### src/hw/rtl/joint_feedback_frame_deframer_defines.svh
// Assertion macros shared by the joint feedback frame deframer RTL.
`ifndef JOINT_FEEDBACK_FRAME_DEFRAMER_DEFINES_SVH
`define JOINT_FEEDBACK_FRAME_DEFRAMER_DEFINES_SVH

// Same-cycle implication, sampled on clk and disabled while rst_n is low.
`define JFFD_ASSERT_NOW(label, ante, cons, msg) \
    label: assert property (@(posedge clk) disable iff (!rst_n) (ante) |-> (cons)) \
        else $error(msg);

// Next-cycle implication, sampled on clk and disabled while rst_n is low.
`define JFFD_ASSERT_NEXT(label, ante, cons, msg) \
    label: assert property (@(posedge clk) disable iff (!rst_n) (ante) |=> (cons)) \
        else $error(msg);

`endif

### src/hw/rtl/jffd_pkg.sv
// Package with the frame constants and types of the joint feedback frame deframer.
`timescale 1ns / 1ps

package jffd_pkg;

    localparam int FRAME_BYTES  = 14;
    localparam int JOINT_COUNT  = 6;
    localparam int ANGLE_FIELDS = 6;

    localparam logic [7:0] HEADER_RESET = 8'hAA;

    typedef logic [7:0]         byte_t;
    typedef logic signed [15:0] angle_t;
    typedef logic [3:0]         count_t;

    localparam count_t FRAME_COUNT = count_t'(FRAME_BYTES);

endpackage

### src/hw/rtl/joint_feedback_frame_deframer.sv
// Joint feedback frame deframer: sliding 14-byte window, header and checksum check.
`timescale 1ns / 1ps
`include "joint_feedback_frame_deframer_defines.svh"

// Usage:
// Input channel: one received serial byte per word on rx_byte, moved when
// in_valid is high and in_stall is low. Output channel: one word of six
// signed joint angles, moved when out_valid is high and out_stall is low.
// The header byte is written through cfg_wr_en / cfg_wr_data while idle.
// A frame is [header][12 data bytes][checksum], checksum being the low
// eight bits of the sum of the first 13 bytes; angle j is data bytes 2j
// (low) and 2j+1 (high). After a good frame, 14 new bytes are needed.
// Throughput is one byte per cycle while in_stall is low: the window shift
// and the 13-byte adder tree sit between the window register and the
// output register, into which an accepted frame's angles are registered.
// When the receiver stalls, the waiting result holds and one more result
// can land in a skid register; in_stall rises only while that skid
// register is full. Reset clears the byte count, both output valids and
// sets the header register to 0xAA; the window itself needs no clearing.
module joint_feedback_frame_deframer (
    input  logic                  clk,
    input  logic                  rst_n,
    input  logic                  cfg_wr_en,
    input  jffd_pkg::byte_t       cfg_wr_data,
    input  logic                  in_valid,
    output logic                  in_stall,
    input  jffd_pkg::byte_t       rx_byte,
    output logic                  out_valid,
    input  logic                  out_stall,
    output jffd_pkg::angle_t      angle_0,
    output jffd_pkg::angle_t      angle_1,
    output jffd_pkg::angle_t      angle_2,
    output jffd_pkg::angle_t      angle_3,
    output jffd_pkg::angle_t      angle_4,
    output jffd_pkg::angle_t      angle_5
);

    localparam int LAST = jffd_pkg::FRAME_BYTES - 1;

    jffd_pkg::byte_t  header_reg;
    jffd_pkg::byte_t  window_reg [jffd_pkg::FRAME_BYTES];
    jffd_pkg::count_t fresh_count_reg;
    jffd_pkg::count_t fresh_count_next;
    jffd_pkg::count_t count_inc;

    logic             out_valid_reg;
    logic             skid_valid_reg;
    jffd_pkg::angle_t out_angle_reg  [jffd_pkg::ANGLE_FIELDS];
    jffd_pkg::angle_t skid_angle_reg [jffd_pkg::ANGLE_FIELDS];
    jffd_pkg::angle_t frame_angle    [jffd_pkg::ANGLE_FIELDS];

    jffd_pkg::byte_t  sum_l1 [7];
    jffd_pkg::byte_t  sum_l2 [4];
    jffd_pkg::byte_t  sum_l3 [2];
    jffd_pkg::byte_t  frame_sum;

    logic in_fire;
    logic out_fire;
    logic frame_hit;

    assign in_stall = skid_valid_reg;
    assign in_fire  = in_valid && !skid_valid_reg;
    assign out_fire = out_valid_reg && !out_stall;

    // After the shift the candidate frame is window entries 1..13 followed by
    // the incoming byte, so the check works on the old window directly.
    always_comb
    begin
        for (int i = 0; i < 6; i++)
        begin
            sum_l1[i] = window_reg[1 + 2 * i] + window_reg[2 + 2 * i];
        end
        sum_l1[6] = window_reg[LAST];
        for (int i = 0; i < 3; i++)
        begin
            sum_l2[i] = sum_l1[2 * i] + sum_l1[2 * i + 1];
        end
        sum_l2[3] = sum_l1[6];
        sum_l3[0] = sum_l2[0] + sum_l2[1];
        sum_l3[1] = sum_l2[2] + sum_l2[3];
        frame_sum = sum_l3[0] + sum_l3[1];
    end

    always_comb
    begin
        for (int j = 0; j < jffd_pkg::ANGLE_FIELDS; j++)
        begin
            if (j < jffd_pkg::JOINT_COUNT)
            begin
                frame_angle[j] = {window_reg[3 + 2 * j], window_reg[2 + 2 * j]};
            end
            else
            begin
                frame_angle[j] = '0;
            end
        end
    end

    always_comb
    begin
        if (fresh_count_reg < jffd_pkg::FRAME_COUNT)
        begin
            count_inc = fresh_count_reg + 4'd1;
        end
        else
        begin
            count_inc = fresh_count_reg;
        end
        frame_hit = in_fire && (count_inc == jffd_pkg::FRAME_COUNT)
                    && (window_reg[1] == header_reg) && (frame_sum == rx_byte);
        priority if (frame_hit)
        begin
            fresh_count_next = '0;
        end
        else if (in_fire)
        begin
            fresh_count_next = count_inc;
        end
        else
        begin
            fresh_count_next = fresh_count_reg;
        end
    end

    always_ff @(posedge clk)
    begin
        if (in_fire)
        begin
            for (int i = 0; i < LAST; i++)
            begin
                window_reg[i] <= window_reg[i + 1];
            end
            window_reg[LAST] <= rx_byte;
        end
    end

    always_ff @(posedge clk or negedge rst_n)
    begin
        if (!rst_n)
        begin
            header_reg      <= jffd_pkg::HEADER_RESET;
            fresh_count_reg <= '0;
            out_valid_reg   <= 1'b0;
            skid_valid_reg  <= 1'b0;
        end
        else
        begin
            if (cfg_wr_en)
            begin
                header_reg <= cfg_wr_data;
            end
            fresh_count_reg <= fresh_count_next;
            priority if (skid_valid_reg)
            begin
                if (out_fire)
                begin
                    skid_valid_reg <= 1'b0;
                end
            end
            else if (out_valid_reg && !out_fire)
            begin
                skid_valid_reg <= frame_hit;
            end
            else
            begin
                out_valid_reg <= frame_hit;
            end
        end
    end

    // Payload moves: skid to output when the output drains, otherwise a new
    // frame goes to whichever register is free.
    always_ff @(posedge clk)
    begin
        priority if (skid_valid_reg)
        begin
            if (out_fire)
            begin
                out_angle_reg <= skid_angle_reg;
            end
        end
        else if (out_valid_reg && !out_fire)
        begin
            if (frame_hit)
            begin
                skid_angle_reg <= frame_angle;
            end
        end
        else
        begin
            if (frame_hit)
            begin
                out_angle_reg <= frame_angle;
            end
        end
    end

    assign out_valid = out_valid_reg;
    assign angle_0   = out_angle_reg[0];
    assign angle_1   = out_angle_reg[1];
    assign angle_2   = out_angle_reg[2];
    assign angle_3   = out_angle_reg[3];
    assign angle_4   = out_angle_reg[4];
    assign angle_5   = out_angle_reg[5];

    `JFFD_ASSERT_NOW(a_skid_behind_out, skid_valid_reg, out_valid_reg,
        "skid register holds a word while the output register is empty")
    `JFFD_ASSERT_NOW(a_count_range, 1'b1, fresh_count_reg <= jffd_pkg::FRAME_COUNT,
        "fresh byte count passed the frame length")
    `JFFD_ASSERT_NEXT(a_hit_clears_count, frame_hit, fresh_count_reg == '0,
        "accepted frame did not clear the fresh byte count")
    `JFFD_ASSERT_NEXT(a_hit_gives_word, frame_hit, out_valid_reg,
        "accepted frame produced no output word")

endmodule

### config.mk
export PLATFORM = sky130hd
export DESIGN_NAME = joint_feedback_frame_deframer
export DESIGN_NICKNAME = d
export VERILOG_FILES = /design/src/hw/rtl/jffd_pkg.sv /design/src/hw/rtl/joint_feedback_frame_deframer.sv
export VERILOG_INCLUDE_DIRS = /design/src /design/src/hw/rtl
export SDC_FILE = /design/constraint.sdc
export NUM_CORES = 1
export LEC_CHECK = 0
export ABC_AREA = 0
export BUFFER_PORTS_ARGS = -buffer_cell sky130_fd_sc_hd__buf_2
export CAP_MARGIN = 40
export CORE_MARGIN = 2
export CORE_UTILIZATION = 53
export CTS_CLUSTER_SIZE = 24
export DETAILED_ROUTE_END_ITERATION = 6
export GPL_ROUTABILITY_DRIVEN = 0
export PLACE_DENSITY = 0.81
export REMOVE_ABC_BUFFERS = 1
export SLEW_MARGIN = 10
export SYNTH_ARGS = -nofsm -noshare
export SYNTH_HDL_FRONTEND = slang
export SYNTH_SLANG_ARGS = --single-unit
export TNS_END_PERCENT = 30
### constraint.sdc
create_clock -name clk -period 8.8 [get_ports clk]
set_input_delay 1.32 -clock clk [delete_from_list [all_inputs] [get_ports clk]]
set_output_delay 1.32 -clock clk [all_outputs]
set_load 0.005 [all_outputs]
### Yosys cells after proc, flatten, opt, wreduce, memory -nomap -nowiden

Memories as Yosys holds them, arrays and structs flattened.
Cells that the tools add are included.

* memory bits (read-only): 0
* bits in registers: 206
* memory bits (writable): 112
* word-level logic and storage cells: 64
* output and inout bits: 98
* memories kept: 1
* bits in latches: 0

* div/mod/pow operators: 0
* muxes and demuxes: 12
* $lt $le $gt $ge: 1
* add/sub/neg operators: 13
* bitwise operators: 2
* eq/ne operators: 5
* shift-type cells: 0
* reduce and logical (&&, ||, !) cells: 14
* multipliers: 0

Memories
* window_reg: words 14, width 8, read ports 13, clocked after memory_dff 0, write ports 14, line joint_feedback_frame_deframer.sv:41 `jffd_pkg::byte_t window_reg [jffd_pkg::FRAME_BYTES];`

Operator list (number)
* $mux 96: 4
* $add 8x8->8: 12
* $eq 8x8->1: 2
* $mux 4: 3
* $logic_and 1x1->1: 6
* $reduce_and 3->1: 2
* $mux 1: 5
* $add 4x1->4 const B: 1
* $eq 4x4->1 const B: 1
* $lt 4x4->1 const B: 1
* $reduce_bool 2->1: 2
* $logic_not 1->1: 3
* $ne 2x1->1 const B: 1
* $ne 2x2->1 const B: 1
* $not 1->1: 2
* $reduce_and 2->1: 1

### Logic depth before layout (Yosys ltp)

Gate-level depths: netlist (run 1).

* depth in word-level cells: 9
* depth in mapped cells: 19

### Least setup slack after synthesis (run 1)

No wires, ideal clock.

* path type: input to register
* start: input in_valid
* end: register skid_angle_reg[0] (netlist bit), enable pin
* library setup time: 0.533 ns
* path slack: -0.908 ns
* required time: 8.267 ns
* cell stages on the path: 6
* buffers on the path: 1
* data arrival time: 9.175 ns
* path through: nor2b_1 -> clkbuf_1 -> nand3_1 -> nand4b_1 -> or4_4 -> nor3_2

* cells in the longest elaborated chain, start to end: 5

RTL lines
* from (decl): line joint_feedback_frame_deframer.sv:25 `input logic in_valid,`
* $logic_and 1x1->1: line joint_feedback_frame_deframer.sv:62 `assign in_fire = in_valid && !skid_valid_reg;`
* net in_fire: line joint_feedback_frame_deframer.sv:57 `logic in_fire;`
* $logic_and 1x1->1: line joint_feedback_frame_deframer.sv:109 `frame_hit = in_fire && (count_inc == jffd_pkg::FRAME_COUNT)`
* $logic_and 1x1->1 (2 in a row): line joint_feedback_frame_deframer.sv:110 `&& (window_reg[1] == header_reg) && (frame_sum == rx_byte);`
* $reduce_and 3->1 (no line)
* to (signal assigned): line joint_feedback_frame_deframer.sv:186 `skid_angle_reg <= frame_angle;`
* to (decl): line joint_feedback_frame_deframer.sv:49 `jffd_pkg::angle_t skid_angle_reg [jffd_pkg::ANGLE_FIELDS];`

The timed path passes the listed nets, and every way through them passes these cells.
A chain may end at the register's enable or synchronous reset.

==> results.md, run 1 <==
- Initial antenna violation count: 1
- Fraction of layout cells with a size suffix above 1: 32.9%
- IO Count: 119
- Pwr Total: 2970 uW
- Skew-Pair Late Insertion Delay: 0.55 ns
- Die ar.: 25600 sq um
- Die H: 160 um
- Yosys cell types: 36
- Met2 usage: 27.3%
- Vias per Instance: 5.13
- Hold Buf Count CTS: 0
- Grt ovf: 0
- CTS Buf Count: 30
- DRT Pass-1 Iters: 4
- Setup tns final: 0 ns
- Max reg flops: 104
- Clock tree from TritonCTS: yes
- Hold path cells: 0
- Initial DRC Count: 352
- Dominant synthesized flop cell: edfxtp_1
- Min-Delay Path Class: reg -> reg
- Resize count post-CTS: 0
- Max cap viols: 0
- Slew HR: 46.9%
- Critical Path Source Type: register
- Count leader, synth: edfxtp_1
- Crit-path max FO: 54
- CTS Buffer Depth: 3
- # setup viols final: 0
- First-pass GRT wire length: 34.8 mm
- Mapped cell area: 12900 sq um
- Status: completed
- Slack of the critical path: 2.45 ns
- Warnings, synthesis: 0
- Worst slew pin tran: 0.797 ns
- Slowest stage delay, CP: 0.56 ns
- Fill cell count: 1731
- Fmax: 157 MHz
- Final hold viol count: 0
- Ys async rst share: 4.52%
- Post-Place Worst Slack: 2.45 ns
- Synth top area share: 68.9%
- Final net count: 925
- Htree depth: 1
- Largest net degree at the start of global routing: 63
- RSZ-0062 raised after global routing: false
- Seq cells post-synth: 310
- Util after Layout: 62.3%
- Final Max Tran Viols: 0
- Gr usage total: 17.4%
- CP delay by family, top: adder cells
- Core Rows: 57
- Pleak: 0.00554 uW
- Sequential element share of the synthesized area: 71.7%
- Vias: 6014
- Avg Inst Size Synth: 19.0 sq um
- Area Growth Syn to Fin: 16.4%
- Postcts setup bufs: 0
- CTS clock-pin slew for the worst setup and hold paths: 0.06 ns
- Global route hottest layer: met2
- Final wirelength: 21.5 mm
- Cells along the critical path: fa_1, inv_1, fa_1, fa_1, inv_1, fa_1, inv_1, fa_1, inv_1, ha_1, inv_1, fa_1, xor2_1, nand4_1, nor4_1, nand4b_1, or4_4, a21boi_4, buf_4
- Top cells by area, synth: edfxtp_1 69%, fa_1 11%, mux2_2 8.0%
- Post-synth top cells: 296 x edfxtp_1, 92 x mux2_2, 71 x inv_1, 69 x fa_1, 27 x xnor2_1
- Mapped Cells: 678
- Die width: 160 um
- Yosys top cell by area: edfxtp_1
- EDFF count, synth: 296
- Min Tclk post-route: 6.35 ns
- Slowest cell on the critical path: fa_1
- CP Data Arrival Time: 6.52 ns
- Most frequent CP cell: fa_1
- Antenna-violating nets left: 0
- Worst IR drop on VDD: 0.134 mV
- Grt met3 use: 3.01%
- Remaining DRCs: 0
- Vias in the first global route: 6242
- Setup CP Type: reg -> reg
- Clk pwr share: 45.4%
- R2R depth: 19
- Number of cells on the critical path: 19
- Internal power: 2420 uW
- CP Capture Type: register
- Detailed placement HPWL: 14.0 mm
- Met1 global-route usage: 25.9%
- P_sw: 546 uW
- Flop pwr share: 53.9%
- Clock Sink Count: 310
- Switching share of power: 18.4%
- Setup Skew: 0.0152 ns
- Clock root buffer: clkbuf_16
- Power share of the combinational group: 0.7%
- Part of the cycle the worst path needs: 72.2%
- WP buf/inv: 6
- Starting density of the core: 53.5%
- Core Box Area: 24100 sq um
- Pwr dens: 198 nW/um^2
- Post-DR wirelength/cell: 18.4 um
- CP required: 8.97 ns
- Port-buffer cells: 118
## cells by family after synthesis
family / after synthesis / share of synthesized area [%]
flip-flops: 310 / 71.7
multiplexers: 92 / 8.03
buffers and inverters: 85 / 2.48
adder cells (fa/ha/maj): 81 / 11.9
XOR/XNOR: 43 / 3.08
AND/OR/NAND/NOR: 37 / 1.49
AO/OA/AOI/OAI: 30 / 1.38
## power by group through the flow
stage                     registers, uW  logic [uW]  clock network [uW]
after floorplan                    1630        10.9                   0
after global placement             1630        20.9                   0
after detailed placement           1630        21.1                   0
after CTS                          1600        21.3                1380
after global routing               1600        23.2                1430
final                              1600        21.0                1350
## metrics by stage
stage                     std cells  instance area (sq um)  hold WS [ns]
final                          1172                  15000         0.480
after detailed placement       1114                  13900         0.471
after CTS                      1170                  15000         0.483
after global routing           1172                  15000         0.504
after floorplan                 664                  12800         0.445
after global placement         1114                  13900         0.454
## final timing paths
| path | slack (ns) | from | end |
|---|---|---|---|
| worst max-delay path | 2.45 | window_reg[0][17] | angle_2[0] |
| worst min register to register | 0.48 | window_reg[0][59] | skid_angle_reg[59] |
| worst min-delay path | 0.48 | window_reg[0][59] | skid_angle_reg[59] |
| max in group asynchronous | 7.84 | rst_n | header_reg[3] |
| min in group asynchronous | 0.67 | rst_n | header_reg[0] |
| worst max register to register | 2.45 | window_reg[0][17] | angle_2[0] |
## routing by layer
layer / up-vias / part of all wire [%] / wire length, um
met5: - / 0 / 0
met4: 0 / 1.8 / 381
met3: 37 / 5.7 / 1230
met2: 171 / 47 / 10200
met1: 3063 / 45 / 9700
li1: 2743 / - / -
## placed cells by master (no fill, tap or decap), types with 2 or more instances in the layout
cell type     n
a21oi_1       6
fa_1         69
inv_1        71
nor2_1        2
clkinv_1      6
o21ai_0      15
buf_2       118
clkinv_2      7
buf_4         8
ha_1         12
dfstp_2       4
clkbuf_1      2
bufinv_16     6
clkinvlp_4    3
a21o_1        4
mux2_2       92
nand2_1      19
dfrtp_1       9
nor4_1        3
nand4_1       2
xnor2_1      27
edfxtp_1    296
xor2_1       14
clkbuf_16    31
## area by class of cell
class	count	area, sq um	area share (%)
antenna	1	2.50	0.0167
clock buffer	33	783	5.22
clock inverter	23	269	1.79
inverter	71	267	1.78
multi-input combinational	283	3360	22.4
sequential	310	9250	61.6
tap	324	405	2.70
timing repair buffer	127	678	4.52
(Power assumes the default switching activity.)
==> run 2: changes to the inputs <==
==> constraint.sdc (replaced) <==
create_clock -name clk -period 5.6 [get_ports clk]
set_input_delay 0.84 -clock clk [delete_from_list [all_inputs] [get_ports clk]]
set_output_delay 0.84 -clock clk [all_outputs]
set_load 0.005 [all_outputs]
==> run 2 against run 1 <==
  * The run now ends with negative setup slack left
  * Count of clock-buffer cells in the layout shrank 2
  * Sequential share of layout area shrank 4.1 points
  * Hold slack lost 0.28 ns
==> results.md, run 2 (synthesized netlist as in run 1, its figures left out) <==
- Cell Area, Placed: 14700 sq um (+5.6%)
- Crit-path max FO: 11 (-80%)
- Grt met3 use: 3.17% (+0.16 points)
- IO Count: 119 (unchanged)
- Antenna-violating nets left: 0 (unchanged)
- Starting density of the core: 53.5% (unchanged)
- DRT Pass-1 Iters: 4 (unchanged)
- Setup CP Type: reg -> reg
- Area Growth Syn to Fin: 24.5%
- Final hold viol count: 0 (unchanged)
- Worst r2r src: window_reg[0][34]
- Fraction of layout cells with a size suffix above 1: 41.1% (+8.2 points)
- Die H: 160 um (unchanged)
- Hold Buf Count CTS: 0 (unchanged)
- Part of the cycle the worst path needs: 105% (+33 points)
- CP Data Arrival Time: 6.14 ns (-0.38 ns)
- Commonest non-fill, non-tap cell in the layout: edfxtp_1
- Util after Layout: 66.7% (+4.4 points)
- Final Max Tran Viols: 0 (unchanged)
- Internal power: 3620 uW (+49%)
- Power share of the combinational group: 0.9% (+0.2 points)
- CTS clock-pin slew for the worst setup and hold paths: 0.06 ns (about the same)
- Slack of the critical path: -0.297 ns (-2.74 ns)
- Failing checks: negative setup slack
- Fill cell count: 1589 (-8.2%)
- Max reg flops: 104 (unchanged)
- Vias: 6490 (+7.9%)
- Die width: 160 um (unchanged)
- RSZ-0062 raised after global routing: true
- Met2 usage: 30.8% (+3.5 points)
- First-pass GRT wire length: 37.2 mm (+6.9%)
- Post-DR wirelength/cell: 18.8 um (+2.5%)
- Pwr dens: 278 nW/um^2 (+40%)
- Final net count: 1028 (+11%)
- Remaining DRCs: 0 (unchanged)
- CP required: 5.84 ns (-3.13 ns)
- Min-Delay Path Class: in -> async
- Most frequent CP cell: fa_1
- Fmax: 170 MHz (+7.8%)
- Setup tns final: -48.21 ns (-48.21 ns)
- Grt ovf: 0 (unchanged)
- Cells along the critical path: inv_2, fa_1, fa_1, fa_1, fa_1, fa_1, inv_2, ha_4, inv_2, fa_1, xor2_1, nand4_1, nor4_4, nand4b_1, or4_4, a21boi_4, buf_6, buf_12
- Post-Place Worst Slack: -0.323 ns (-2.77 ns)
- R2R depth: 18 (-1)
- Slew HR: 45.1% (-1.8 points)
- Most frequent cells in the layout: 296 x edfxtp_1, 118 x buf_2, 92 x mux2_2
- Core Rows: 57 (unchanged)
- Slowest cell on the critical path: fa_1
- CTS Buf Count: 29 (-3.3%)
- Max cap viols: 0 (unchanged)
- Clock Sink Count: 310 (unchanged)
- Min Tclk post-route: 5.90 ns (-0.458 ns)
- Htree depth: 1 (unchanged)
- P_sw: 846 uW (+55%)
- Detailed placement HPWL: 15.1 mm (+8.3%)
- Setup Skew: 0.0199 ns (+0.00471 ns)
- Switching share of power: 19.0% (+0.59 points)
- Vias per Instance: 5.10 (-0.57%)
- Skew-Pair Late Insertion Delay: 0.54 ns (about the same)
- Clock root buffer: clkbuf_16
- Met1 global-route usage: 26.4% (+0.51 points)
- Slack of the worst reg-to-reg path: -0.30 ns (-2.74 ns)
- Status: finished, violations left
- Clock tree from TritonCTS: yes
- Initial antenna violation count: 0 (-1)
- Critical Path Source Type: register
- Slowest stage delay, CP: 0.59 ns (+0.03 ns)
- Gr usage total: 18.8% (+1.4 points)
- Flop pwr share: 56.4% (+2.5 points)
- # diodes: 0 (-1)
- WP buf/inv: 5 (-1)
- Non-Filler Cell Area, Final: 16100 sq um (+7.0%)
- Global route hottest layer: met2
- Core Box Area: 24100 sq um (unchanged)
- Vias in the first global route: 6856 (+9.8%)
- Worst IR drop on VDD: 0.196 mV (+46%)
- # setup viols final: 192 (+192)
- Die ar.: 25600 sq um (unchanged)
- Port-buffer cells: 118 (unchanged)
- Initial DRC Count: 384 (+9.1%)
- Final wirelength: 23.9 mm (+11%)
- CP delay by family, top: adder cells
- Pleak: 0.00609 uW (+9.9%)
- Worst slew pin tran: 0.824 ns (+0.0269 ns)
- CTS Buffer Depth: 3 (unchanged)
- CP Capture Type: register
- Largest net degree at the start of global routing: 68 (+7.9%)
- Worst flop-to-flop path endpoint: angle_3[11]
- Clk pwr share: 42.8% (-2.6 points)
run 2: power by group through the flow:
stage	Combinational (uW)	Sequential, uW	Clock, uW
after global routing	41.4	2510	2020
after CTS	36.5	2520	1940
final	37.9	2520	1910
after global placement	34.4	2560	0
after detailed placement	34.8	2570	0
after floorplan	17.2	2560	0
run 2: how the worst max path moves through the flow:
| stage | cells after the start | slack [ns] | startpoint | to |
|---|---|---|---|---|
| 2_1_floorplan | 5 | -6.67 | in_stall | skid_angle_reg[0] |
| 3_3_place_gp | 18 | -0.23 | window_reg[1][34] | angle_3[10] |
| 3_5_place_dp | 18 | -0.32 | window_reg[1][34] | angle_3[10] |
| 4_1_cts | 18 | -0.24 | window_reg[1][34] | angle_1[10] |
| 5_1_grt | 18 | -0.53 | window_reg[0][34] | angle_3[11] |
| 6_report | 18 | -0.30 | window_reg[0][34] | angle_3[11] |
run 2: layer usage:
| layer | vias up | share of wire, % | wire, um |
|---|---|---|---|
| li1 | 2959 | - | - |
| met2 | 201 | 49 | 11700 |
| met5 | - | 0 | 0 |
| met4 | 0 | 2.6 | 615 |
| met1 | 3285 | 43 | 10300 |
| met3 | 45 | 5.4 | 1290 |
run 2: layout make-up:
cell class | instances | area [sq um] | area share (%)
clock buffers | 31 | 733 | 4.56
multi-input cells | 283 | 3410 | 21.2
flip-flops and latches | 310 | 9250 | 57.6
inverters | 71 | 267 | 1.66
well taps | 324 | 405 | 2.52
repair buffers | 231 | 1810 | 11.2
clock inverters | 22 | 195 | 1.21
run 2: repair_timing:
action                                 in CTS  in global routing
cloned                                      2                  5
setup endpoints to repair                 192                196
pin swaps                                   0                  4
gates resized for setup                    16                 19
endpoints found under the hold margin       0                  0
buffers inserted                           13                  5
run 2: metrics by stage:
stage          cells  hold slack (ns)  power, uW
3_5_place_dp    1194            0.461       2600
3_3_place_gp    1194            0.459       2600
2_1_floorplan    664            0.445       2580
4_1_cts         1262            0.189       4490
5_1_grt         1272            0.208       4580
6_report        1272            0.197       4460
==> run 3: changes to the inputs <==
--- a/config.mk
+++ b/config.mk
@@ -9,8 +9,10 @@
 export ABC_AREA = 0
 export BUFFER_PORTS_ARGS = -buffer_cell sky130_fd_sc_hd__buf_2
 export CAP_MARGIN = 40
+export CELL_PAD_IN_SITES_DETAIL_PLACEMENT = 0
+export CELL_PAD_IN_SITES_GLOBAL_PLACEMENT = 1
 export CORE_MARGIN = 2
-export CORE_UTILIZATION = 53
+export CORE_UTILIZATION = 46
 export CTS_CLUSTER_SIZE = 24
 export DETAILED_ROUTE_END_ITERATION = 6
 export GPL_ROUTABILITY_DRIVEN = 0
==> run 3 against run 2 <==
  * The flow still finishes with violations (negative setup slack)
  * Via count fell by 0.91%
  * Critical endpoint is now skid_angle_reg[29]
  * Flip-flop and latch count did not move
  * Clock power rose by 7%
  * Global-route usage fell by 2.2 points
  * Maximum frequency rose by 1.7%
  * Non-clock buffer count rose by 4
  * Critical path depth did not move
==> results.md, run 3 (synthesized netlist as in run 1, its figures left out) <==
- Status: finished, violations left
- Failing checks: negative setup slack
- Global route hottest layer: met2
- Fraction of layout cells with a size suffix above 1: 41.6% (+0.48 points)
- Skew-Pair Late Insertion Delay: 0.55 ns (about the same)
- Power share of the combinational group: 0.8% (about the same)
- RSZ-0062 raised after global routing: true
- Vias in the first global route: 6615 (-3.5%)
- Die width: 171 um (+7.2%)
- Met2 usage: 26.8% (-4.0 points)
- Vias per Instance: 4.83 (-5.4%)
- CP Capture Type: register
- Core Box Area: 27700 sq um (+15%)
- Final wirelength: 24.3 mm (+1.5%)
- Port-buffer cells: 118 (unchanged)
- Met1 global-route usage: 23.9% (-2.5 points)
- Die ar.: 29400 sq um (+15%)
- Initial antenna violation count: 0 (unchanged)
- Crit-path max FO: 20 (+9)
- Part of the cycle the worst path needs: 104% (-1.8 points)
- Min Tclk post-route: 5.80 ns (-0.100 ns)
- Htree depth: 1 (unchanged)
- Fmax: 173 MHz (+1.7%)
- CTS Buffer Depth: 3 (unchanged)
- Remaining DRCs: 0 (unchanged)
- Final Max Tran Viols: 0 (unchanged)
- Worst slew pin tran: 0.630 ns (-0.194 ns)
- Setup CP Type: reg -> reg
- Max cap viols: 0 (unchanged)
- Grt met3 use: 2.58% (-0.59 points)
- First-pass GRT wire length: 37.1 mm (-0.22%)
- Final net count: 1034 (+0.58%)
- Slack of the worst reg-to-reg path: -0.20 ns (+0.10 ns)
- Switching share of power: 18.9% (about the same)
- CTS clock-pin slew for the worst setup and hold paths: 0.06 ns (about the same)
- P_sw: 870 uW (+2.9%)
- Grt ovf: 0 (unchanged)
- Setup Skew: 0.0116 ns (-0.00830 ns)
- R2R depth: 18 (unchanged)
- Detailed placement HPWL: 15.4 mm (+1.7%)
- DRT Pass-1 Iters: 4 (unchanged)
- DP Cell Count: 1240 (+3.9%)
- Pwr dens: 283 nW/um^2 (+2.1%)
- Die H: 171 um (+7.2%)
- # diodes: 0 (unchanged)
- Max reg flops: 104 (unchanged)
- Pleak: 0.00613 uW (+0.74%)
- Clk pwr share: 44.4% (+1.6 points)
- Worst flop-to-flop path endpoint: skid_angle_reg[29]
- Pwr Total: 4590 uW (+3.0%)
- Starting density of the core: 46.6% (-7.0 points)
- Min-Delay Path Class: in -> async
- Clock Sink Count: 310 (unchanged)
- # setup viols final: 193 (+0.52%)
- Critical Path Source Type: register
- Initial DRC Count: 522 (+36%)
- Commonest non-fill, non-tap cell in the layout: edfxtp_1
- Vias: 6431 (-0.91%)
- Non-filler cells, final: 1332 (+4.7%)
- Area Growth Syn to Fin: 25.7%
- Slew HR: 58.0% (+13 points)
- Gr usage total: 16.6% (-2.2 points)
- Flop pwr share: 54.8% (-1.6 points)
- Clock root buffer: clkbuf_16
- CTS Buf Count: 31 (+6.9%)
- Clock tree from TritonCTS: yes
- Internal power: 3720 uW (+3.0%)
- Worst r2r src: window_reg[1][27]
- Slack of the critical path: -0.197 ns (+0.100 ns)
- Core Rows: 61 (+7.0%)
- CP required: 5.85 ns (about the same)
- Most frequent cells in the layout: 296 x edfxtp_1, 118 x buf_2, 92 x mux2_2
- Post-DR wirelength/cell: 18.2 um (-3.1%)
- CP Data Arrival Time: 6.05 ns (-0.09 ns)
- Antenna-violating nets left: 0 (unchanged)
- IO Count: 119 (unchanged)
- Final hold viol count: 0 (unchanged)
- Largest net degree at the start of global routing: 64 (-5.9%)
- Worst IR drop on VDD: 0.200 mV (+2.2%)
==> run 3: power groups by stage <==
stage / logic, uW / registers (uW) / clock network (uW)
after detailed placement: 34.1 / 2570 / 0
final: 35.4 / 2520 / 2040
after global placement: 34.2 / 2570 / 0
after CTS: 35.8 / 2520 / 2090
after global routing: 38.5 / 2520 / 2180
after floorplan: 17.2 / 2560 / 0
==> run 3: worst max path at each step <==
stage | end | cells past startpoint | slack, ns | from
after floorplan | skid_angle_reg[0] | 5 | -6.67 | in_stall
after global placement | angle_3[13] | 17 | -0.26 | window_reg[1][34]
after detailed placement | angle_0[3] | 19 | -0.32 | window_reg[1][33]
after CTS | angle_3[10] | 17 | -0.18 | window_reg[1][27]
after global routing | skid_angle_reg[54] | 18 | -0.40 | window_reg[1][27]
final | skid_angle_reg[29] | 18 | -0.20 | window_reg[1][27]
==> run 3: critical path, cell delays in order, from the launching register on <==
cell	delay, ns
edfxtp_1	0.42
fa_1	0.55
inv_1	0.05
fa_1	0.57
fa_1	0.44
fa_1	0.46
fa_1	0.54
inv_1	0.06
ha_1	0.26
a21o_1	0.18
a21o_1	0.18
a21o_1	0.19
a21oi_2	0.15
xnor3_1	0.25
or4_4	0.59
buf_6	0.14
nor3_4	0.14
buf_6	0.16
buf_12	0.17
==> run 3: stage by stage <==
stage / hold WS [ns] / setup TNS (ns) / instance area, sq um / utilization, % / setup slack [ns]
2_1_floorplan: 0.445 / -1375.03 / 12800 / - / -6.67
3_3_place_gp: 0.466 / -41.48 / 14600 / 52.8 / -0.262
3_5_place_dp: 0.476 / -49.66 / 14600 / 52.8 / -0.317
4_1_cts: 0.167 / -18.08 / 16000 / 57.6 / -0.177
5_1_grt: 0.183 / -72.79 / 16200 / 58.5 / -0.402
6_report: 0.182 / -32.97 / 16200 / 58.5 / -0.197
==> run 3: layout make-up <==
| type | instances | area (sq um) |
|---|---|---|
| clock buffer | 34 | 787 |
| clock inverter | 21 | 220 |
| fill | 2080 | 11500 |
| inverter | 71 | 267 |
| multi-input combinational | 283 | 3400 |
| sequential | 310 | 9250 |
| tap | 378 | 473 |
| timing repair buffer | 235 | 1810 |
==> run 3: per-layer routing <==
layer | up-vias | part of all wire [%]
li1 | 2961 | -
met1 | 3273 | 45
met2 | 164 | 48
met5 | - | 0
met4 | 0 | 2.0
met3 | 33 | 5.1
==> run 3: timing repair <==
| action | CTS | global route |
|---|---|---|
| pin swaps | 9 | 2 |
| setup buffers | 22 | 4 |
| resized for setup | 19 | 16 |
| gates cloned | 4 | 7 |
| hold buffers | 0 | 0 |
| setup endpoints to repair | 192 | 195 |
